## config.mk

```make
export PLATFORM = sky130hd
export DESIGN_NAME = nwc_queue
export DESIGN_NICKNAME = d
export VERILOG_FILES = /design/src/sv/nwc_pkg.sv /design/src/sv/nwc_queue.sv
export SDC_FILE = /design/constraint.sdc
export NUM_CORES = 1
export LEC_CHECK = 0
export ABC_AREA = 1
export BUFFER_PORTS_ARGS = -buffer_cell sky130_fd_sc_hd__buf_2
export CAP_MARGIN = 25
export CELL_PAD_IN_SITES_DETAIL_PLACEMENT = 0
export CELL_PAD_IN_SITES_GLOBAL_PLACEMENT = 1
export CORE_ASPECT_RATIO = 0.75
export CORE_UTILIZATION = 48
export DETAILED_ROUTE_END_ITERATION = 8
export GPL_TIMING_DRIVEN = 0
export PLACE_DENSITY = 0.87
export SYNTH_ARGS = -nofsm -noshare
export SYNTH_HDL_FRONTEND = slang
export SYNTH_SLANG_ARGS = --single-unit
```

## constraint.sdc

```tcl
create_clock -name clock -period 2.6 [get_ports clock]
set_clock_uncertainty 0.05 [all_clocks]
set_input_delay 0.78 -clock clock [delete_from_list [all_inputs] [get_ports clock]]
set_output_delay 0.78 -clock clock [all_outputs]
set_load 0.05 [all_outputs]
```

## src/sv/nwc_pkg.sv

```systemverilog
package nwc_pkg;

   localparam int MAX_WIDTH_DEF  = 2048;
   localparam int MAX_HEIGHT_DEF = 4096;
   localparam int KERNEL_MAX_DEF = 5;
   localparam int PIXEL_BITS_DEF = 8;

   // field widths of the channels and the register port
   localparam int PIX_IN_W   = 8;
   localparam int ROW_OUT_W  = 12;
   localparam int COL_OUT_W  = 11;
   localparam int FILT_W     = 8;
   localparam int CSR_IDX_W  = 3;
   localparam int CSR_DATA_W = 13;

   // geometry arithmetic wide enough for any line count plus carry
   localparam int GEO_W = 16;
   // window size, 1 to 7
   localparam int KSZ_W = 3;
   // weight sum: at most 49 in mean mode, 98 in Gaussian mode
   localparam int DIV_W = 7;

   localparam int QDEPTH = 4;
   localparam int QPTR_W = 2;
   localparam int QCNT_W = 3;

   localparam logic [CSR_IDX_W-1:0] REG_FILTER_MODE  = 3'd0;
   localparam logic [CSR_IDX_W-1:0] REG_WINDOW_ROWS  = 3'd1;
   localparam logic [CSR_IDX_W-1:0] REG_WINDOW_COLS  = 3'd2;
   localparam logic [CSR_IDX_W-1:0] REG_IMAGE_WIDTH  = 3'd3;
   localparam logic [CSR_IDX_W-1:0] REG_IMAGE_HEIGHT = 3'd4;

   localparam logic        FILTER_MODE_RST  = 1'b0;
   localparam logic [2:0]  WINDOW_ROWS_RST  = 3'd5;
   localparam logic [2:0]  WINDOW_COLS_RST  = 3'd5;
   localparam logic [11:0] IMAGE_WIDTH_RST  = 12'd2048;
   localparam logic [12:0] IMAGE_HEIGHT_RST = 13'd4096;

   localparam int GAUSS_N = 5;
   localparam logic [3:0] GAUSS_W [GAUSS_N*GAUSS_N] = '{
      4'd1, 4'd2, 4'd3,  4'd2, 4'd1,
      4'd2, 4'd6, 4'd8,  4'd6, 4'd2,
      4'd3, 4'd8, 4'd10, 4'd8, 4'd3,
      4'd2, 4'd6, 4'd8,  4'd6, 4'd2,
      4'd1, 4'd2, 4'd3,  4'd2, 4'd1
   };

   typedef struct packed {
      logic             mode;
      logic [KSZ_W-1:0] u;
      logic [KSZ_W-1:0] v;
      logic [GEO_W-1:0] w;
      logic [GEO_W-1:0] h;
      logic [DIV_W-1:0] div;
   } geo_type;

   typedef struct packed {
      logic                 last;
      logic [ROW_OUT_W-1:0] row;
      logic [COL_OUT_W-1:0] col;
      logic [DIV_W-1:0]     div;
   } meta_type;

   function automatic int gauss_size(int kmax);
      return (kmax < GAUSS_N) ? kmax : GAUSS_N;
   endfunction

   // Gaussian weight at window cell (a, b), window anchored bottom-right
   function automatic logic [3:0] gauss_weight(int a, int b, int kmax);
      int g;
      int off;
      int base;
      g    = gauss_size(kmax);
      off  = (GAUSS_N - g) >> 1;
      base = kmax - g;
      if (a < base || b < base) return 4'd0;
      return GAUSS_W[(off + a - base) * GAUSS_N + off + b - base];
   endfunction

   function automatic int gauss_sum(int kmax);
      int s;
      s = 0;
      for (int a = 0; a < kmax; a++) begin
         for (int b = 0; b < kmax; b++) begin
            s = s + int'(gauss_weight(a, b, kmax));
         end
      end
      return s;
   endfunction

endpackage

```

## src/sv/nwc_queue.sv

```systemverilog
module nwc_queue #(
   parameter int DATA_W = 8
) (
   input  logic                       clock,
   input  logic                       reset,
   input  logic                       push,
   input  logic [DATA_W-1:0]          push_data,
   input  logic                       pop,
   output logic [DATA_W-1:0]          pop_data,
   output logic [nwc_pkg::QCNT_W-1:0] count
);

   logic [DATA_W-1:0]          data_ff [nwc_pkg::QDEPTH];
   logic [nwc_pkg::QPTR_W-1:0] head_ff, tail_ff;
   logic [nwc_pkg::QCNT_W-1:0] count_ff;

   always_ff @(posedge clock) begin
      if (reset) begin
         head_ff  <= '0;
         tail_ff  <= '0;
         count_ff <= '0;
      end else begin
         if (push) tail_ff <= tail_ff + 1'b1;
         if (pop)  head_ff <= head_ff + 1'b1;
         count_ff <= count_ff + nwc_pkg::QCNT_W'(push) - nwc_pkg::QCNT_W'(pop);
      end
   end

   always_ff @(posedge clock) begin
      if (push) data_ff[tail_ff] <= push_data;
   end

   assign pop_data = data_ff[head_ff];
   assign count    = count_ff;

endmodule

```

-- Word-level counts from Yosys, hierarchy flattened
Memory sizes are Yosys's and may differ from the RTL's. A register that Yosys moved wholly into a read port is not among the register bits.
Index checks and enable logic that the tools add are counted.
- register bits after elaboration: 7
- bits in latches: 0
- memory bits (writable): 32
- memory bits (read-only): 0
- input port bits: 12
- output and inout bits: 11
- memories: 1
- add/subtract/negate cells: 4
- multiply operators: 0
- div/mod/pow operators: 0
- order comparisons: 0
- equality and inequality tests: 0
- shift-type cells: 0
- mux-type cells: 4
- bitwise gates (word level): 0
- reductions and logical operators: 0
- memory list (name ; depth ; bits a word ; read ports ; clocked after memory_dff ; write ports ; RTL line ; RTL):
    data_ff ; 4 ; 8 ; 1 ; 1 ; 1 ; nwc_queue.sv:13 ; logic [DATA_W-1:0] data_ff [nwc_pkg::QDEPTH];
- operators with widths (operator ; count):
    adder 2 x 1 -> 2 bit, second input constant ; 2
    two-way mux 2 bit ; 2
    adder 3 x 1 -> 3 bit ; 1
    subtractor 3 x 1 -> 3 bit ; 1
    two-way mux 1 bit ; 2

-- Depth between registers and ports, before layout
- depth in word-level cells: 3
- depth in mapped cells: 8

-- Least setup slack after synthesis
OpenSTA, ideal clock, no wires.
- kind: register to output
- from: reg (tool-made name)
- to: out pop_data[6]
- arrival time: 1.354 ns
- required time: 1.770 ns
- path slack: 0.416 ns
- cell stages (with the launch flop): 5
- path buffers: 2
- cell sequence: dfxtp_1 buf_6 buf_6 o21ai_0 o21ai_1
- RTL lines (what ; RTL line ; RTL):
    end: declaration ; nwc_queue.sv:9 ; output logic [DATA_W-1:0] pop_data,

==> results.cfg <==
[drt]
first_iter_violations = 54
first_pass_iters = 4
drc_errors = 0
antenna_left = 0
vias = 1042
post_drt_via_cell_ratio = 4.92
wl_um = 2870
avgRoutedWirePerCell_um = 13.5

[synth]
syn_inst = 143
syn-num-nets = 162
synth_cell_type_count = 19
syn_area_mm2 = 0.00167
yosys-top-cells-area = edfxtp_1 (57%), dfxtp_1 (11%), nor2_1 (6.1%)
yosysWarningCount = 0
syn_area_per_cell_um2 = 11.7
yosys_register_bits = 41
ys_seq_area_share_pct = 68.2
synth_top_cell_by_area = edfxtp_1
synth_top_area_share_pct = 57.4

[setup_path]
crit_path_end_kind = primary output
cp.required_ps = 1770
r2r-end = count[2]
worst_r2r_startpoint = count[0]
arrival_ps = 1430
ff2ff_setup_slack_ps = 980
worst_setup_path_start_kind = flip-flop
r2r_cells = 8
crit_fanout = 10
critPathKind = flip-flop to primary output

[min_path]
hold_depth = 2
hold_class = flip-flop to flip-flop
min_to = head_ff[1]
hold_start = head_ff[1]

[pwr]
netSwitchingFraction_pct = 30.0
pwr-share-clk_pct = 27.2
leakage_uw = 0.000792
ir_worst_vdd_v = 0.000446
p_switching_uw = 432
power_density_mw_per_mm2 = 755
power_frac_comb_pct = 19.9
power.internal_uw = 1010
p_total_uw = 1440
p_seq_share_pct = 52.9

[die]
die_width_um = 70.2
dieArea_mm2 = 0.00373
rows = 18
die_y_um = 53.1
start_util_pct = 50.6
io_pins = 23
core_region_area_mm2 = 0.00331

[clocking]
numCtsBuffers = 5
cts.repair.resized = 0
ctsHoldBuffers = 0
cts_setup_buffers = 0
cts.sink_count = 41
htreeDepth = 2
cts_tree = done
clockRootBuffer = clkbuf_8
clk_path_buf_depth = 2
clk_pin_slew_worst_paths_ps = 80
clock_latency_ps = 290

[sta]
drv_slew = 0
worst_hold_slack_ps = 478
worst_slack_ps = 345
tightest_slew_ps = 407
post-route-period-util_pct = 86.7
timing.fmax_mhz = 443
slew-limit-headroom_pct = 72.9
min_period_ps = 2260
rsz0062_at_grt = false
finalHoldViolations = 0
tns_ps = 0
final-setup-viol-count = 0

[cells_and_area]
post-route-util_pct = 57.7
mostFrequentLayoutCell = edfxtp_1
nets = 190
area_delta_synth_final_pct = 14.2
final_cell_mix = edfxtp_1 (32), nor2_1 (27), buf_2 (21)
drive_above_1_share_pct = 20.3
diodes = 0

[global_route]
grt_usage_pct = 17.8
gr-total-overflow = 0
grt_pass1_wl_um = 4720
grt_pass1_vias = 1001
grt_max_degree = 13
antenna_found_initial = 0

[placement]
gp_congestion = 0.693
io_buffers = 21
place_ws_ps = 424
dp_hpwl_um = 1980

[run_status]
outcome = completed

[flow_run]
maxCapViolations = 0
[sequential cells by signal (all words and copies together) (netlist names), named ones only]
name and count:
head_ff 2, data_ff 32, tail_ff 2, count 3
[critical path, cell delays in order (launching register included)]
cell,delay [ps]
dfxtp_1,390
inv_2,90
buf_6,150
nor2_1,100
o21ai_1,70
o21ai_1,70
buf_2,270
[synthesized netlist by cell type]
master / number
nand3_1: 1
a21oi_1: 2
a211oi_1: 1
inv_4: 1
o21ai_1: 18
inv_2: 1
inv_1: 17
nand2_1: 12
nor3b_1: 1
ha_1: 6
buf_6: 4
o21ai_0: 6
fa_1: 1
clkbuf_1: 1
nor3_1: 2
edfxtp_1: 32
a21oi_2: 1
nor2_1: 27
dfxtp_1: 9
[per-layer routing]
layer / vias to the layer above / wire [µm] / track usage [%]
li1: 533 / - / -
met1: 485 / 1360 / 23.4
met2: 17 / 1350 / 27.6
met3: 7 / 101 / 4.57
met4: 0 / 55 / 9.00
met5: - / 0 / 0
[final cells by class]
type | instances | area (µm²)
fillers | 287 | 1400
plain buffers | 5 | 48.8
clock inverters | 2 | 10.0
clock buffers | 6 | 72.6
flip-flops and latches | 41 | 1140
repair buffers | 21 | 105
well taps | 40 | 50.0
inverters | 19 | 73.8
multi-input cells | 78 | 410
[power groups by stage]
| stage | Combinational, µW | Sequential [µW] | Clock [µW] |
|---|---|---|---|
| after floorplan | 176 | 818 | 0 |
| after global placement | 280 | 776 | 0 |
| after detailed placement | 291 | 778 | 0 |
| after CTS | 291 | 763 | 401 |
| after global routing | 319 | 767 | 430 |
| final | 288 | 763 | 392 |
[kinds of logic after synthesis]
kind of cell	count (synthesis)	synth area share, %
and+or+nand+nor	43	10.1
DFF	41	68.2
AOI/OAI and AO/OA	28	8.74
buffers and inverters	24	7.32
adders and majority gates	7	5.68
[metrics by stage]
stage / cell area, µm² / cells
final: 1910 / 212
after global routing: 1910 / 212
after CTS: 1910 / 212
after detailed placement: 1830 / 204
after global placement: 1830 / 204
after floorplan: 1670 / 143
[worst max-delay path by stage]
| stage | from | endpoint | slack [ps] | cells past startpoint |
|---|---|---|---|---|
| final | flip-flop | pop_data[4] | 340 | 6 |
| after global routing | flip-flop | pop_data[4] | 210 | 6 |
| after CTS | flip-flop | pop_data[2] | 330 | 5 |
| after detailed placement | pop | count[2] | 420 | 8 |
| after global placement | pop | count[2] | 460 | 8 |
| after floorplan | flip-flop | pop_data[6] | 420 | 4 |
No activity file was read; power rests on OpenSTA's default activity.
