**src/sv/nwc_pkg.sv**
```systemverilog
package nwc_pkg;

   localparam int MAX_WIDTH_DEF  = 2048;
   localparam int MAX_HEIGHT_DEF = 4096;
   localparam int KERNEL_MAX_DEF = 5;
   localparam int PIXEL_BITS_DEF = 8;

   // field widths of the channels and the register port
   localparam int PIX_IN_W   = 8;
   localparam int ROW_OUT_W  = 12;
   localparam int COL_OUT_W  = 11;
   localparam int FILT_W     = 8;
   localparam int CSR_IDX_W  = 3;
   localparam int CSR_DATA_W = 13;

   // geometry arithmetic wide enough for any line count plus carry
   localparam int GEO_W = 16;
   // window size, 1 to 7
   localparam int KSZ_W = 3;
   // weight sum: at most 49 in mean mode, 98 in Gaussian mode
   localparam int DIV_W = 7;

   localparam int QDEPTH = 4;
   localparam int QPTR_W = 2;
   localparam int QCNT_W = 3;

   localparam logic [CSR_IDX_W-1:0] REG_FILTER_MODE  = 3'd0;
   localparam logic [CSR_IDX_W-1:0] REG_WINDOW_ROWS  = 3'd1;
   localparam logic [CSR_IDX_W-1:0] REG_WINDOW_COLS  = 3'd2;
   localparam logic [CSR_IDX_W-1:0] REG_IMAGE_WIDTH  = 3'd3;
   localparam logic [CSR_IDX_W-1:0] REG_IMAGE_HEIGHT = 3'd4;

   localparam logic        FILTER_MODE_RST  = 1'b0;
   localparam logic [2:0]  WINDOW_ROWS_RST  = 3'd5;
   localparam logic [2:0]  WINDOW_COLS_RST  = 3'd5;
   localparam logic [11:0] IMAGE_WIDTH_RST  = 12'd2048;
   localparam logic [12:0] IMAGE_HEIGHT_RST = 13'd4096;

   localparam int GAUSS_N = 5;
   localparam logic [3:0] GAUSS_W [GAUSS_N*GAUSS_N] = '{
      4'd1, 4'd2, 4'd3,  4'd2, 4'd1,
      4'd2, 4'd6, 4'd8,  4'd6, 4'd2,
      4'd3, 4'd8, 4'd10, 4'd8, 4'd3,
      4'd2, 4'd6, 4'd8,  4'd6, 4'd2,
      4'd1, 4'd2, 4'd3,  4'd2, 4'd1
   };

   typedef struct packed {
      logic             mode;
      logic [KSZ_W-1:0] u;
      logic [KSZ_W-1:0] v;
      logic [GEO_W-1:0] w;
      logic [GEO_W-1:0] h;
      logic [DIV_W-1:0] div;
   } geo_type;

   typedef struct packed {
      logic                 last;
      logic [ROW_OUT_W-1:0] row;
      logic [COL_OUT_W-1:0] col;
      logic [DIV_W-1:0]     div;
   } meta_type;

   function automatic int gauss_size(int kmax);
      return (kmax < GAUSS_N) ? kmax : GAUSS_N;
   endfunction

   // Gaussian weight at window cell (a, b), window anchored bottom-right
   function automatic logic [3:0] gauss_weight(int a, int b, int kmax);
      int g;
      int off;
      int base;
      g    = gauss_size(kmax);
      off  = (GAUSS_N - g) >> 1;
      base = kmax - g;
      if (a < base || b < base) return 4'd0;
      return GAUSS_W[(off + a - base) * GAUSS_N + off + b - base];
   endfunction

   function automatic int gauss_sum(int kmax);
      int s;
      s = 0;
      for (int a = 0; a < kmax; a++) begin
         for (int b = 0; b < kmax; b++) begin
            s = s + int'(gauss_weight(a, b, kmax));
         end
      end
      return s;
   endfunction

endpackage

```
**src/sv/nwc_rsp_if.sv**
```systemverilog
interface nwc_rsp_if;
   logic                          valid;
   logic                          ready;
   logic [nwc_pkg::ROW_OUT_W-1:0] center_row;
   logic [nwc_pkg::COL_OUT_W-1:0] center_col;
   logic [nwc_pkg::FILT_W-1:0]    filtered;
   logic                          last;

   modport source (output valid, output center_row, output center_col, output filtered,
                   output last, input ready);
   modport sink   (input valid, input center_row, input center_col, input filtered,
                   input last, output ready);
endinterface

```
**src/sv/nwc_back.sv**
```systemverilog
module nwc_back #(
   parameter int PIXEL_BITS = nwc_pkg::PIXEL_BITS_DEF
) (
   input  logic                                  clock,
   input  logic                                  reset,
   input  logic                                  q_empty,
   input  nwc_pkg::meta_type                     q_meta,
   input  logic [PIXEL_BITS+nwc_pkg::DIV_W-1:0]  q_acc,
   output logic                                  pop,
   nwc_rsp_if.source                             rsp_chan
);

   localparam int PB    = PIXEL_BITS;
   localparam int ACC_W = PB + nwc_pkg::DIV_W;
   localparam int SW    = $clog2(PB + 1);

   localparam logic [1:0] ST_IDLE = 2'd0;
   localparam logic [1:0] ST_RUN  = 2'd1;
   localparam logic [1:0] ST_DONE = 2'd2;

   logic [1:0]        state_ff;
   logic [SW-1:0]     steps_ff;
   logic [ACC_W-1:0]  rem_ff, dsh_ff;
   logic [PB-1:0]     quo_ff;
   nwc_pkg::meta_type meta_ff;
   logic              ge, load;
   logic [PB+nwc_pkg::FILT_W-1:0] quo_ext;

   logic                          out_v_ff;
   logic [nwc_pkg::ROW_OUT_W-1:0] out_row_ff;
   logic [nwc_pkg::COL_OUT_W-1:0] out_col_ff;
   logic [nwc_pkg::FILT_W-1:0]    out_filt_ff;
   logic                          out_last_ff;

   assign pop     = (state_ff == ST_IDLE) && !q_empty;
   assign ge      = rem_ff >= dsh_ff;
   assign load    = (state_ff == ST_DONE) && (!out_v_ff || rsp_chan.ready);
   assign quo_ext = {{nwc_pkg::FILT_W{1'b0}}, quo_ff};

   // restoring division, one quotient bit per cycle, MSB first
   always_ff @(posedge clock) begin
      if (reset) begin
         state_ff <= ST_IDLE;
      end else begin
         unique case (state_ff)
            ST_IDLE: if (pop) state_ff <= ST_RUN;
            ST_RUN:  if (steps_ff == SW'(1)) state_ff <= ST_DONE;
            ST_DONE: if (load) state_ff <= ST_IDLE;
            default: state_ff <= ST_IDLE;
         endcase
      end
   end

   always_ff @(posedge clock) begin
      if (pop) begin
         rem_ff   <= q_acc;
         dsh_ff   <= ACC_W'(q_meta.div) << (PB - 1);
         quo_ff   <= '0;
         steps_ff <= SW'(PB);
         meta_ff  <= q_meta;
      end else if (state_ff == ST_RUN) begin
         rem_ff   <= ge ? rem_ff - dsh_ff : rem_ff;
         dsh_ff   <= dsh_ff >> 1;
         quo_ff   <= PB'({quo_ff, ge});
         steps_ff <= steps_ff - 1'b1;
      end
   end

   always_ff @(posedge clock) begin
      if (reset) begin
         out_v_ff <= 1'b0;
      end else if (load) begin
         out_v_ff <= 1'b1;
      end else if (rsp_chan.ready) begin
         out_v_ff <= 1'b0;
      end
   end

   always_ff @(posedge clock) begin
      if (load) begin
         out_row_ff  <= meta_ff.row;
         out_col_ff  <= meta_ff.col;
         out_filt_ff <= quo_ext[nwc_pkg::FILT_W-1:0];
         out_last_ff <= meta_ff.last;
      end
   end

   assign rsp_chan.valid      = out_v_ff;
   assign rsp_chan.center_row = out_row_ff;
   assign rsp_chan.center_col = out_col_ff;
   assign rsp_chan.filtered   = out_filt_ff;
   assign rsp_chan.last       = out_last_ff;

endmodule

```
**src/flat_wrapper.sv**
```systemverilog
// flat-port wrapper written by rule: the top's interface ports become plain ports
module nwc_back_flat 
#(
   parameter int PIXEL_BITS = nwc_pkg::PIXEL_BITS_DEF
)
  (clock, reset, q_empty, q_meta, q_acc, pop, rsp_chan_valid, rsp_chan_center_row, rsp_chan_center_col, rsp_chan_filtered, rsp_chan_last, rsp_chan_ready);
  nwc_rsp_if rsp_chan_i ();
  input  logic clock;
  input  logic reset;
  input  logic q_empty;
  input  nwc_pkg::meta_type q_meta;
  input  logic [PIXEL_BITS+nwc_pkg::DIV_W-1:0] q_acc;
  output logic pop;
  output wire logic [$bits(rsp_chan_i.valid)-1:0] rsp_chan_valid;
  output wire logic [$bits(rsp_chan_i.center_row)-1:0] rsp_chan_center_row;
  output wire logic [$bits(rsp_chan_i.center_col)-1:0] rsp_chan_center_col;
  output wire logic [$bits(rsp_chan_i.filtered)-1:0] rsp_chan_filtered;
  output wire logic [$bits(rsp_chan_i.last)-1:0] rsp_chan_last;
  input wire logic [$bits(rsp_chan_i.ready)-1:0] rsp_chan_ready;
  assign rsp_chan_valid = rsp_chan_i.valid;
  assign rsp_chan_center_row = rsp_chan_i.center_row;
  assign rsp_chan_center_col = rsp_chan_i.center_col;
  assign rsp_chan_filtered = rsp_chan_i.filtered;
  assign rsp_chan_last = rsp_chan_i.last;
  assign rsp_chan_i.ready = rsp_chan_ready;
  nwc_back #(.PIXEL_BITS(PIXEL_BITS)) u_core (.clock(clock), .reset(reset), .q_empty(q_empty), .q_meta(q_meta), .q_acc(q_acc), .pop(pop), .rsp_chan(rsp_chan_i));
endmodule
```
**config.mk**
```make
export PLATFORM = sky130hd
export DESIGN_NAME = nwc_back_flat
export DESIGN_NICKNAME = d
export VERILOG_FILES = /design/src/sv/nwc_pkg.sv /design/src/sv/nwc_rsp_if.sv /design/src/sv/nwc_back.sv /design/src/flat_wrapper.sv
export SDC_FILE = /design/constraint.sdc
export NUM_CORES = 1
export LEC_CHECK = 0
export BUFFER_PORTS_ARGS = -buffer_cell sky130_fd_sc_hd__buf_2
export CORE_ASPECT_RATIO = 1.5
export CORE_MARGIN = 2
export CORE_UTILIZATION = 59
export DETAILED_ROUTE_END_ITERATION = 16
export GPL_ROUTABILITY_DRIVEN = 0
export HOLD_SLACK_MARGIN = 0.1
export PLACE_DENSITY = 0.85
export SYNTH_ARGS = -nofsm -noshare
export SYNTH_HDL_FRONTEND = slang
export SYNTH_SLANG_ARGS = --single-unit
```
**constraint.sdc**
```tcl
create_clock -name clock -period 3.62 [get_ports clock]
set_input_delay 0.181 -clock clock [delete_from_list [all_inputs] [get_ports clock]]
set_output_delay 0.181 -clock clock [all_outputs]
set_load 0.1 [all_outputs]
```
---- After elaboration in Yosys (flattened, before gate mapping) ----
Index checks and enable logic that the tools add are counted.
word-level totals
  memories ................................ 0
  logic and storage cells ................. 45
  bits in registers ....................... 100
  output and inout bits ................... 34
  ROM bits ................................ 0
  latch bits .............................. 0
  bits in writable memories ............... 0
  input bits .............................. 50
operators by class
  equal/unequal tests ..................... 6
  shift operators ......................... 0
  add/subtract/negate cells ............... 2
  bitwise logic cells ..................... 0
  multiplexer cells ....................... 11
  multipliers ............................. 0
  div/mod/pow operators ................... 0
  magnitude comparators ................... 1
  reductions and logical operators ........ 11
operators with widths
  kind                                                    number
  2-to-1 mux 15 bit                                       3
  2-to-1 mux 14 bit                                       2
  greater-or-equal comparator 15 x 14 -> 1 bit            1
  subtractor 15 x 14 -> 15 bit                            1
  2-to-1 mux 2 bit                                        3
  one-hot mux 2 bit (3 select lines)                      1
  nonzero test 2 bit                                      3
  equality test 4 x 1 -> 1 bit (second input constant)    1
  inequality test 2 x 1 -> 1 bit (second input constant)  2
  subtractor 4 x 1 -> 4 bit (second input constant)       1
  AND reduction 3 bit                                     1
  equality test 2 x 1 -> 1 bit (second input constant)    1
  equality test 2 bit (second input constant)             1
  logical AND 1 bit                                       2
  logical NOT 1 bit                                       2
  logical NOT 2 bit                                       1
  2-to-1 mux 1 bit                                        2
  inequality test 2 bit (second input constant)           1
  AND reduction 2 bit                                     1
  logical OR 1 bit                                        1

---- Depth between registers and ports, before layout ----
Gate-level depths: netlist of run 1.
  word-level depth ........................ 5
  depth in mapped cells ................... 10
  mapped depth without buffers ............ 10

---- Worst setup path after synthesis of run 1 ----
No wires, ideal clock.
  path kind ............................... flip-flop to flip-flop
  start point ............................. register u_core.out_v_ff, in the netlist u_core.rsp_chan.valid
  end point ............................... register u_core.out_col_ff, in the netlist u_core.rsp_chan.center_col[0] (enable)
  buffers on the path ..................... 0
  library setup time ...................... 0.425 ns
  slack ................................... 0.831 ns
  cell stages (with the launch flop) ...... 3
  arrival time ............................ 2.364 ns
  required time ........................... 3.195 ns
  cells stage by stage .................... dfxtp_1 nand2b_1 nor2b_1
on the way
  cells in the longest elaborated chain, start to end .. 3
RTL lines
  what                    line            source
  start, declared         nwc_back.sv:29  logic out_v_ff;
  start signal, assigned  nwc_back.sv:71  out_v_ff <= 1'b0;
  start signal, assigned  nwc_back.sv:73  out_v_ff <= 1'b1;
  start signal, assigned  nwc_back.sv:75  out_v_ff <= 1'b0;
  logical NOT 1 bit       nwc_back.sv:37  assign load = (state_ff == ST_DONE) && (!out_v_ff || rsp_chan.ready);
  logical OR 1 bit        nwc_back.sv:37
  logical AND 1 bit       nwc_back.sv:37
  via u_core.load         nwc_back.sv:26  logic ge, load;
  end signal, assigned    nwc_back.sv:82  out_col_ff <= meta_ff.col;
  end, declared           nwc_back.sv:31  logic [nwc_pkg::COL_OUT_W-1:0] out_col_ff;
The timed path passes the listed nets, and every way through them passes these cells.
A chain may end at the register's enable or synchronous reset.

---- Worst setup path after layout of run 1 ----
  start point ............................. register u_core.dsh_ff[6]
  end point ............................... register u_core.rem_ff[12] (enable)
on the way
  cells in the longest elaborated chain, start to end .. 3
RTL lines
  what                                          line            source
  start, declared                               nwc_back.sv:23  logic [ACC_W-1:0] rem_ff, dsh_ff;
  start signal, assigned                        nwc_back.sv:57  dsh_ff <= ACC_W'(q_meta.div) << (PB - 1);
  start signal, assigned                        nwc_back.sv:63  dsh_ff <= dsh_ff >> 1;
  greater-or-equal comparator 15 x 14 -> 1 bit  nwc_back.sv:36  assign ge = rem_ff >= dsh_ff;
  nonzero test 2 bit (no source line)           n/a
  AND reduction 2 bit (no source line)          n/a
  end signal, assigned                          nwc_back.sv:56  rem_ff <= q_acc;
  end signal, assigned                          nwc_back.sv:62  rem_ff <= ge ? rem_ff - dsh_ff : rem_ff;
  end, declared                                 nwc_back.sv:23
Every way passes these cells.

==> results of run 1 <==
## per-stage QoR
stage	instances	util (%)	hold slack, ns	worst slack, ns	area [um2]
after CTS	550	76.0	0.103	0.970	5240
after floorplan	347	-	0.250	0.831	4230
after global placement	501	68.3	0.358	1.10	4710
after detailed placement	501	68.3	0.359	0.975	4710
after global routing	550	76.0	0.117	0.827	5240
final	550	76.0	0.115	0.996	5240
## per-layer routing
layer  routed length (um)  global-route usage [%]  up-vias
li1                     -                       -     1465
met1                 3240                    24.1     1370
met2                 4360                    39.8      123
met3                  542                    5.24       22
met4                  275                    13.0        0
met5                    0                       0        -
## synthesized netlist by cell type, types with 2 or more instances
cell type  count  area share, %
a211oi_1       3           0.53
a21o_1         7            1.2
a21oi_1       37            4.4
a21oi_2        2           0.41
a31oi_1        3           0.44
and2b_1        2           0.36
and3_1         2           0.30
and4_1         2           0.41
buf_2          4           0.47
clkbuf_1       6           0.53
dfxtp_1       22             10
edfxtp_1      78             55
ha_1          16            4.7
inv_1         18            1.6
nand2_1       60            5.3
nand2b_1       4           0.59
nand3_1        2           0.24
nor2_1        19            1.7
nor2b_1        3           0.44
nor3_1         3           0.36
o21a_1         2           0.36
o21ai_0       13            1.5
o21ai_1        4           0.47
xnor2_1        7            1.5
xor2_1         8            1.7
## cell usage in the layout, fill, tap and decap left out, types with 6 or more instances in the layout
master         count
nand2_1           60
a21o_1             7
ha_1              16
dfxtp_1           22
inv_1             17
buf_4              6
o21ai_0           13
a21oi_1           37
xnor2_1            7
dlygate4sd3_1     33
xor2_1             8
edfxtp_1          78
buf_2             83
clkbuf_8           9
nor2_1            19
## cells by family (layout without fill, tap and decap cells)
| logic type | Yosys count | count (layout) | synth area share [%] |
|---|---|---|---|
| AO/OA/AOI/OAI | 80 | 80 | 11.7 |
| XOR/XNOR | 15 | 15 | 3.11 |
| adder cells (fa/ha/maj) | 17 | 17 | 5.21 |
| buffers and inverters | 31 | 156 | 3.32 |
| flip-flops | 100 | 100 | 65.9 |
| AND/OR/NAND/NOR | 104 | 104 | 10.8 |
## power groups by stage
stage	Sequential [uW]	Combinational, uW	Clock [uW]
floorplan	1500	813	0
global placement	1500	1020	0
detailed placement	1510	1050	0
CTS	1490	1090	711
global route	1500	1210	755
finish	1490	1100	704
## worst reg2reg max path: stages (launching register included)
cell	delay (ns)
dfxtp_1	0.37
inv_1	0.06
ha_1	0.36
and4_1	0.23
and3_1	0.19
a21boi_4	0.14
o41ai_2	0.27
o21a_1	0.19
nand2_1	0.41
## layout make-up
type / count / area, um2 / area share [%]
Inverter: 18 / 67.6 / 1.29
Clock inverter: 6 / 68.8 / 1.31
Clock buffer: 10 / 128 / 2.44
Multi-Input combinational cell: 216 / 1310 / 24.9
Tap cell: 78 / 97.6 / 1.86
Timing Repair Buffer: 122 / 791 / 15.1
Sequential cell: 100 / 2780 / 53.1
## worst min path at each step
stage,start,end,slack [ns],depth (start not counted)
floorplan,reset,u_core.rsp_chan.valid,0.25,1
global placement,q_meta[24],u_core.meta_ff[24],0.36,1
detailed placement,q_meta[13],u_core.meta_ff[13],0.36,1
CTS,q_meta[6],u_core.dsh_ff[13],0.10,2
global route,q_meta[6],u_core.dsh_ff[13],0.12,2
finish,q_meta[1],u_core.dsh_ff[8],0.12,3
## flip-flops by register name (all words and copies together) (netlist names)
signal                      flops
u_core.steps_ff                 4
u_core.state_ff                 2
u_core.rsp_chan.center_col     11
u_core.rsp_chan.center_row     12
u_core.quo_ff                   8
u_core.dsh_ff                  14
u_core.meta_ff                 24
u_core.rem_ff                  15
u_core.rsp_chan.last            1
u_core.rsp_chan.valid           1
u_core.rsp_chan.filtered        8
==> metrics, run 1 <==
outcome finished clean; WL/cell ~15 um; TNS Setup 0 ns; Critical Path RT 3.58 ns; layout cell share with drive strength beyond 1 23.9%; Detail Route Antenna Nets 0; DP Wirelength between 5000 and 6000 um; H-Tree Depth 3; Clk pin slew, worst setup/hold paths about 0.090 ns; clk buf depth 2; Worst Setup End Kind flip-flop; Final Hold Viols 0; number of enable flip-flop cells after synthesis a little under 80; Avg Inst Size Synth between 10 and 15 um2; GRT Total Usage 22.6%; RSZ-0062 raised after global routing no; Final Power between 3000 and 4000 uW; nets roughly 530; IO Count 84; Placeable Area 6900 um2; Yosys Warn Count 0; sequential area share after synthesis 65.9%; clk sinks 100; r2r setup slk ~1 ns; CP Capture Point u_core.rem_ff[12]; largest net degree at the start of global routing 33; PwrDens 628 nW/um2; min Tclk post-route between 2 and 3 ns; Rel. slew slack a little under three fifths; Crit Path Class flip-flop to flip-flop; Detailed Route Iter0 Violations 202; instance count on the critical path 8; first-pass GRT wire length roughly 13000 um; Setup crit start kind flip-flop; clock share of power 21.4%; Max Clock Skew about 0.009 ns; Reg2Reg Depth 8; post-cts repair resize count 0; Initial Util approximately 61%; latest clock arrival within the worst-skew pair 0.37 ns; fin. max-slew vios 0; Synth Cell Area roughly 4200 um2; # rows 37; hold-fix buffer count after cts 33; Internal around 2200 uW; Residual DRC 0; root buf cell clkbuf_8; CP Max Fanout 15; VDD IR max 0.439 mV; Synth Instances approximately 350; Leakage Power roughly 0.0021 uW; final setup fails 0; Reg2Reg Launch Point u_core.dsh_ff[6]; Final period util ~72%; Die ar. slightly below 8000 um2; sw frac about a third; ant diodes 0; Seq pwr share approximately 45%; Post-Route WL 8430 um; initial antenna violation count 0; family with the most delay on the worst path simple AND/OR/NAND/NOR gates; asr flop ratio synth 0%; switching power total 1090 uW; critical path arrival 2.58 ns; slowest CP cell nand2_1; drt pass-1 iters 4; HP Class primary input to flip-flop; Comb power frac 33.4%; Slowest Stage Delay on Critical Path 0.41 ns; Post-Syn Nets just over 400; CTS tree done; port buffer count 83; vias in the first global route between 2000 and 3000; DR vias between 2000 and 3000; pin slew with the least headroom to its limit roughly 0.67 ns; Syn-to-layout area delta 24.0%; Buf/Inv on CP 1; grt ovf 0; Synth cell types 45; clock buffer count from CTS 9; height of the die between 100 and 150 um; Post-synth top flop edfxtp_1; # Max-Cap Violations 0; fill count 427; Die Width about 73 um; post-synthesis register bit count 100; post-CTS setup buffer count 0; CP Cell Sequence inv_1, ha_1, and4_1, and3_1, a21boi_4, o41ai_2, o21a_1, nand2_1; r2r endpoint u_core.rem_ff[12]; crit path from u_core.dsh_ff[6]; maximum clock rate 381 MHz; DR vias/cell between 5 and 6
(Power assumes the default switching activity.)
==> inputs of run 2 (changes only) <==
--- a/config.mk
+++ b/config.mk
@@ -5,14 +5,15 @@
 export SDC_FILE = /design/constraint.sdc
 export NUM_CORES = 1
 export LEC_CHECK = 0
+export ABC_AREA = 1
 export BUFFER_PORTS_ARGS = -buffer_cell sky130_fd_sc_hd__buf_2
 export CORE_ASPECT_RATIO = 1.5
 export CORE_MARGIN = 2
-export CORE_UTILIZATION = 59
+export CORE_UTILIZATION = 55
 export DETAILED_ROUTE_END_ITERATION = 16
 export GPL_ROUTABILITY_DRIVEN = 0
 export HOLD_SLACK_MARGIN = 0.1
-export PLACE_DENSITY = 0.85
+export PLACE_DENSITY = 0.79
 export SYNTH_ARGS = -nofsm -noshare
 export SYNTH_HDL_FRONTEND = slang
 export SYNTH_SLANG_ARGS = --single-unit
==> constraint.sdc (replaced) <==
create_clock -name clock -period 2.7 [get_ports clock]
set_input_delay 0.135 -clock clock [delete_from_list [all_inputs] [get_ports clock]]
set_output_delay 0.135 -clock clock [all_outputs]
set_load 0.1 [all_outputs]
==> run 2 against run 1 <==
  * Non-clock buffer count rose by 9
  * Clock-buffer cell count fell by 1
  * Critical path depth rose by 1
  * Flip-flop and latch count did not move
  * Critical path type unchanged
  * Critical endpoint is now u_core.rem_ff[6]
  * Largest cell class unchanged
==> metrics, run 2 <==
Largest regs u_core.meta_ff: 24 flops, u_core.rem_ff: 15 flops, u_core.dsh_ff: 14 flops; Post-Syn Nets about 500; number of enable flip-flop cells after synthesis 78; cell taking the most area after synthesis edfxtp_1; Placement Cell Area approximately 5000 um2; asr flop ratio synth 0%; Slowest Stage Delay on Critical Path between 0.5 and 0.6 ns; Detailed Route Iter0 Violations 300; # Max-Cap Violations 0; fill count 574; largest net degree at the start of global routing 43; layout cell share with drive strength beyond 1 a little over a fifth; DR vias around 3300; Worst Setup End Kind flip-flop; Seq pwr share between 40% and 50%; GR Util met3 3.96%; vias in the first global route 3218; Die Width 77.4 um; min Tclk post-route between 2 and 2.5 ns; Syn-to-layout area delta 28.5%; fin. max-slew vios 0; clk buf depth 2; PwrDens around 820 nW/um2; crit path from u_core.rem_ff[6]; grt ovf 0; ant diodes 0; Max Clock Skew around 0.0075 ns; Avg Inst Size Synth 10.3 um2; top cell type's share of synthesized area a little over half; Synth Cell Area 4440 um2; GRT Total Usage around a fifth; outcome finished clean; root buf cell clkbuf_16; Yosys Warn Count 0; clock share of power around 27%; switching power total between 1500 and 2000 uW; design area ~5700 um2; sw frac roughly a third; GRT Max-Usage Layer met2; IO Count 84; Synth area leaders edfxtp_1 53%, nand2_1 10%, dfxtp_1 9.9%; Buf/Inv on CP 1; maximum clock rate around 420 MHz; slowest CP cell nand2_1; Comb power frac between 30% and 40%; drt pass-1 iters 4; Synth cell types 30; clock buffer count from CTS 9; hold slack 0.113 ns; CP Max Fanout 15; Final period util 87.6%; DP Wirelength 6020 um; Reg2Reg Launch Point u_core.rem_ff[6]; area of the multi-input gates roughly 1300 um2; FF/Latch Area around 2800 um2; TNS Setup 0 ns; height of the die 114 um; critical path arrival around 2.3 ns; commonest non-fill, non-tap cell in the layout nand2_1; first-pass GRT wire length 14600 um; port buffer count just over 80; # rows 40; RSZ-0062 raised after global routing no; Leakage Power approximately 0.0025 uW; Biggest register u_core.meta_ff; initial antenna violation count 0; Post-synth top flop edfxtp_1; Detail Route Antenna Nets 0; Die ar. 8820 um2; CTS tree done; clk sinks 100; latest clock arrival within the worst-skew pair 0.34 ns; Placeable Area between 7000 and 8000 um2; Largest register FFs 24; CP Cell Sequence ha_1, nand2_2, nor2_4, inv_2, nor2_1, nand4_1, nand3_1, nand2_1, nand2_1; post-cts repair resize count 0; Initial Util roughly 56%; top cells by count, synth 123 x nand2_1, 78 x edfxtp_1, 62 x inv_1; Final Hold Viols 0; DR vias/cell 4.93; met2 Track Usage GR around 38%; most common cell in the netlist nand2_1; most frequent cells in the layout 123 x nand2_1, 83 x buf_2, 78 x edfxtp_1; final setup fails 0; met1 usage between 20% and 30%; Crit Path Class flip-flop to flip-flop; final non-filler cell total slightly below 700; Synth Instances 432; Post-Route WL 8900 um; HP Class primary input to flip-flop; CP most frequent cell nand2_1; Clk pin slew, worst setup/hold paths 0.07 ns; Residual DRC 0; H-Tree Depth 3; sequential area share after synthesis 62.7%; Worst Hold Launch q_meta[1]; pin slew with the least headroom to its limit about 0.71 ns; nets around 630; Critical Path RT ~2.7 ns; Setup crit start kind flip-flop; Rel. slew slack between 50% and 60%; Internal approximately 3100 uW; family with the most delay on the worst path simple AND/OR/NAND/NOR gates; WL/cell roughly 13 um; post-synthesis register bit count 100; VDD IR max ~0.44 mV; placed insts around 620
[run 2: layout make-up]
| type | instances | area share (%) |
|---|---|---|
| Sequential cell | 100 | 48.8 |
| Multi-Input combinational cell | 257 | 23.6 |
| Timing Repair Buffer | 131 | 15.6 |
| Inverter | 67 | 4.50 |
| Clock buffer | 9 | 3.95 |
| Tap cell | 105 | 2.30 |
| Clock inverter | 7 | 1.27 |
[run 2: path summary, 6_finish.rpt]
check	end	slack (ns)	cells past startpoint
worst min-delay path	u_core.dsh_ff[8]	0.11	3
worst max register to register	u_core.rem_ff[6]	0.34	9
worst max-delay path	u_core.rem_ff[6]	0.34	9
worst min register to register	u_core.rsp_chan.center_col[9]	0.42	0
[run 2: routing by layer]
metal  part of all wire [%]  wire length, um
met5                      0                0
met4                    3.0              263
met3                    5.5              487
met2                     52             4640
met1                     39             3510
[run 2: logic make-up after synthesis]
family	count (synthesis)	synth area share, %
AND/OR/NAND/NOR	188	18.7
flip-flops	100	62.7
buffers and inverters	75	7.02
AO/OA/AOI/OAI	49	6.09
adder cells (fa/ha/maj)	17	4.96
XOR/XNOR	3	0.592
[run 2: timing repair]
action	in CTS	in global routing
endpoints found under the hold margin	46	0
setup buffers	0	0
hold buffers	45	0
[run 2: power by group through the flow]
stage	sequential (uW)	combinational (uW)	clock [uW]
6_report	1940	1450	1270
5_1_grt	1960	1650	1350
4_1_cts	1940	1450	1290
3_5_place_dp	1980	1380	0
3_3_place_gp	1960	1350	0
2_1_floorplan	1960	1090	0
[run 2: tightest hold or removal path: cells and delay by family]
kind | cells | cell delay (ns)
AO/OA/AOI/OAI | 1 | 0.07
buffers and inverters | 1 | 0.08
AND/OR/NAND/NOR | 1 | 0.06
[run 2: stage by stage]
step	utilization, %	setup slack, ns	total power [uW]
5_1_grt	72.1	0.0923	4960
3_5_place_dp	62.7	0.379	3350
6_report	72.1	0.336	4660
3_3_place_gp	62.7	0.452	3310
2_1_floorplan	-	0.0680	3050
4_1_cts	72.1	0.359	4680
==> inputs of run 3 (changes only) <==
--- a/config.mk
+++ b/config.mk
@@ -5,7 +5,6 @@
 export SDC_FILE = /design/constraint.sdc
 export NUM_CORES = 1
 export LEC_CHECK = 0
-export ABC_AREA = 1
 export BUFFER_PORTS_ARGS = -buffer_cell sky130_fd_sc_hd__buf_2
 export CORE_ASPECT_RATIO = 1.5
 export CORE_MARGIN = 2
@@ -13,7 +12,7 @@
 export DETAILED_ROUTE_END_ITERATION = 16
 export GPL_ROUTABILITY_DRIVEN = 0
 export HOLD_SLACK_MARGIN = 0.1
-export PLACE_DENSITY = 0.79
+export PLACE_DENSITY = 0.8
 export SYNTH_ARGS = -nofsm -noshare
 export SYNTH_HDL_FRONTEND = slang
 export SYNTH_SLANG_ARGS = --single-unit
==> run 3 against run 2 <==
  * Via count fell by 8.9%
  * Hold slack lost 0.012 ns
  * Maximum frequency decreased by 0.97%
  * Cell area decreased by 4.4%
  * Flip-flop and latch count stayed put
  * Clock power about the same
  * Largest cell class unchanged
==> metrics, run 3 (synthesized netlist as in run 1, its figures left out) <==
layout cell share with drive strength beyond 1 between 20% and 30%; DR vias/cell 5.24; commonest non-fill, non-tap cell in the layout buf_2; final core utilization 72.6%; DR vias about 3000; hold slack 0.101 ns; Residual DRC 0; critical path arrival between 2 and 2.5 ns; Final Hold Viols 0; port buffer count 83; height of the die ~110 um; hold-fix buffer count after cts 37; post-cts repair resize count 0; fin. max-slew vios 0; Detailed Route Iter0 Violations between 100 and 150; VDD IR max approximately 0.7 mV; fill count 520; largest net degree at the start of global routing 33; WL/cell 15.2 um; drt pass-1 iters 4; Final period util approximately nine tenths; outcome finished clean; clock buffer count from CTS 9; final non-filler cell total 579; min Tclk post-route 2.39 ns; first-pass GRT wire length between 10000 and 15000 um; post-CTS setup buffer count 0; final setup fails 0; nets 539; Biggest register u_core.meta_ff; Initial Util approximately 56%; pin slew with the least headroom to its limit around 0.50 ns; # Max-Cap Violations 0; Setup crit start kind flip-flop; TNS Setup 0 ns; Crit Path Class flip-flop to flip-flop; Die Width 75.6 um; Worst Hold Launch q_meta[3]; most frequent cells in the layout 82 x buf_2, 78 x edfxtp_1, 60 x nand2_1; Syn-to-layout area delta 29.0%; Leakage Power around 0.0022 uW; placed insts ~530; Clk pin slew, worst setup/hold paths 0.06 ns; FF/Latch Area between 2000 and 3000 um2; latest clock arrival within the worst-skew pair between 0.3 and 0.4 ns; Rel. slew slack 66.6%; CTS tree done; GRT Total Usage around 22%; Reg2Reg Launch Point u_core.dsh_ff[1]; HP Class primary input to flip-flop; ant diodes 0; grt ovf 0; # rows 39; Post-Route WL between 8000 and 9000 um; RSZ-0062 raised after global routing no; Placeable Area ~7500 um2; DP Wirelength ~5600 um; IO Count 84; Die ar. 8410 um2; clk sinks 100; CP Max Fanout 15; Worst Setup End Kind flip-flop; area of the multi-input gates ~1300 um2; Detail Route Antenna Nets 0; Largest regs u_core.meta_ff: 24 flops, u_core.rem_ff: 15 flops, u_core.dsh_ff: 14 flops; Final Power around 4800 uW; crit path from u_core.dsh_ff[1]; Largest register FFs 24; vias in the first global route approximately 3200; root buf cell clkbuf_16; initial antenna violation count 0; Critical Path RT roughly 2.8 ns; clk buf depth 2; PwrDens 873 nW/um2; maximum clock rate between 400 and 500 MHz; Max Clock Skew roughly 0.0052 ns; H-Tree Depth 3
-- run 3: cell types whose count changed in the layout (fill, tap and decap cells not counted), sizes merged, moves of 7 or more --
cell / delta
a21o: +7
a21oi: +13
dlygate4sd3: -8
inv: -52
nand2: -67
nand3: -24
xor2: +8
-- run 3: area by class of cell --
| cell class | instances | area share [%] |
|---|---|---|
| clock buffers | 11 | 4.45 |
| clock inverters | 5 | 1.12 |
| inverters | 18 | 1.24 |
| multi-input cells | 216 | 23.9 |
| flip-flops and latches | 100 | 51.0 |
| well taps | 102 | 2.34 |
| repair buffers | 127 | 15.9 |
-- run 3: metrics by stage --
stage,worst slack (ns),cell area [um2]
after CTS,0.347,5450
after floorplan,0.419,4230
final,0.313,5450
after global placement,0.454,4780
after global routing,0.242,5450
after detailed placement,0.370,4780
-- run 3: routing by layer --
metal,wire length [um],vias up,global-route usage (%)
met5,0,-,0
met4,330,0,10.2
met3,433,32,5.07
met2,4560,110,38.1
met1,3460,1412,25.3
li1,-,1481,-
-- run 3: report_power, final --
| part | switching (uW) | internal, uW |
|---|---|---|
| sequential | 76.5 | 1910 |
| combinational | 878 | 625 |
| clock | 523 | 746 |
-- run 3: worst paths after layout --
path                                    to  depth (start not counted)  slack, ns
min reg2reg  u_core.rsp_chan.center_col[5]                          0       0.42
max                      u_core.rem_ff[11]                          9       0.31
min                      u_core.dsh_ff[10]                          3       0.10
max reg2reg              u_core.rem_ff[11]                          9       0.31
-- run 3: critical path: stages, from the launching register on --
cell and delay, ns:
dfxtp_1 0.38, inv_1 0.10, ha_1 0.35, and2b_1 0.19
o21ai_2 0.24, a21boi_4 0.09, o41ai_2 0.31, o21a_1 0.19
nand2_1 0.06, buf_4 0.22
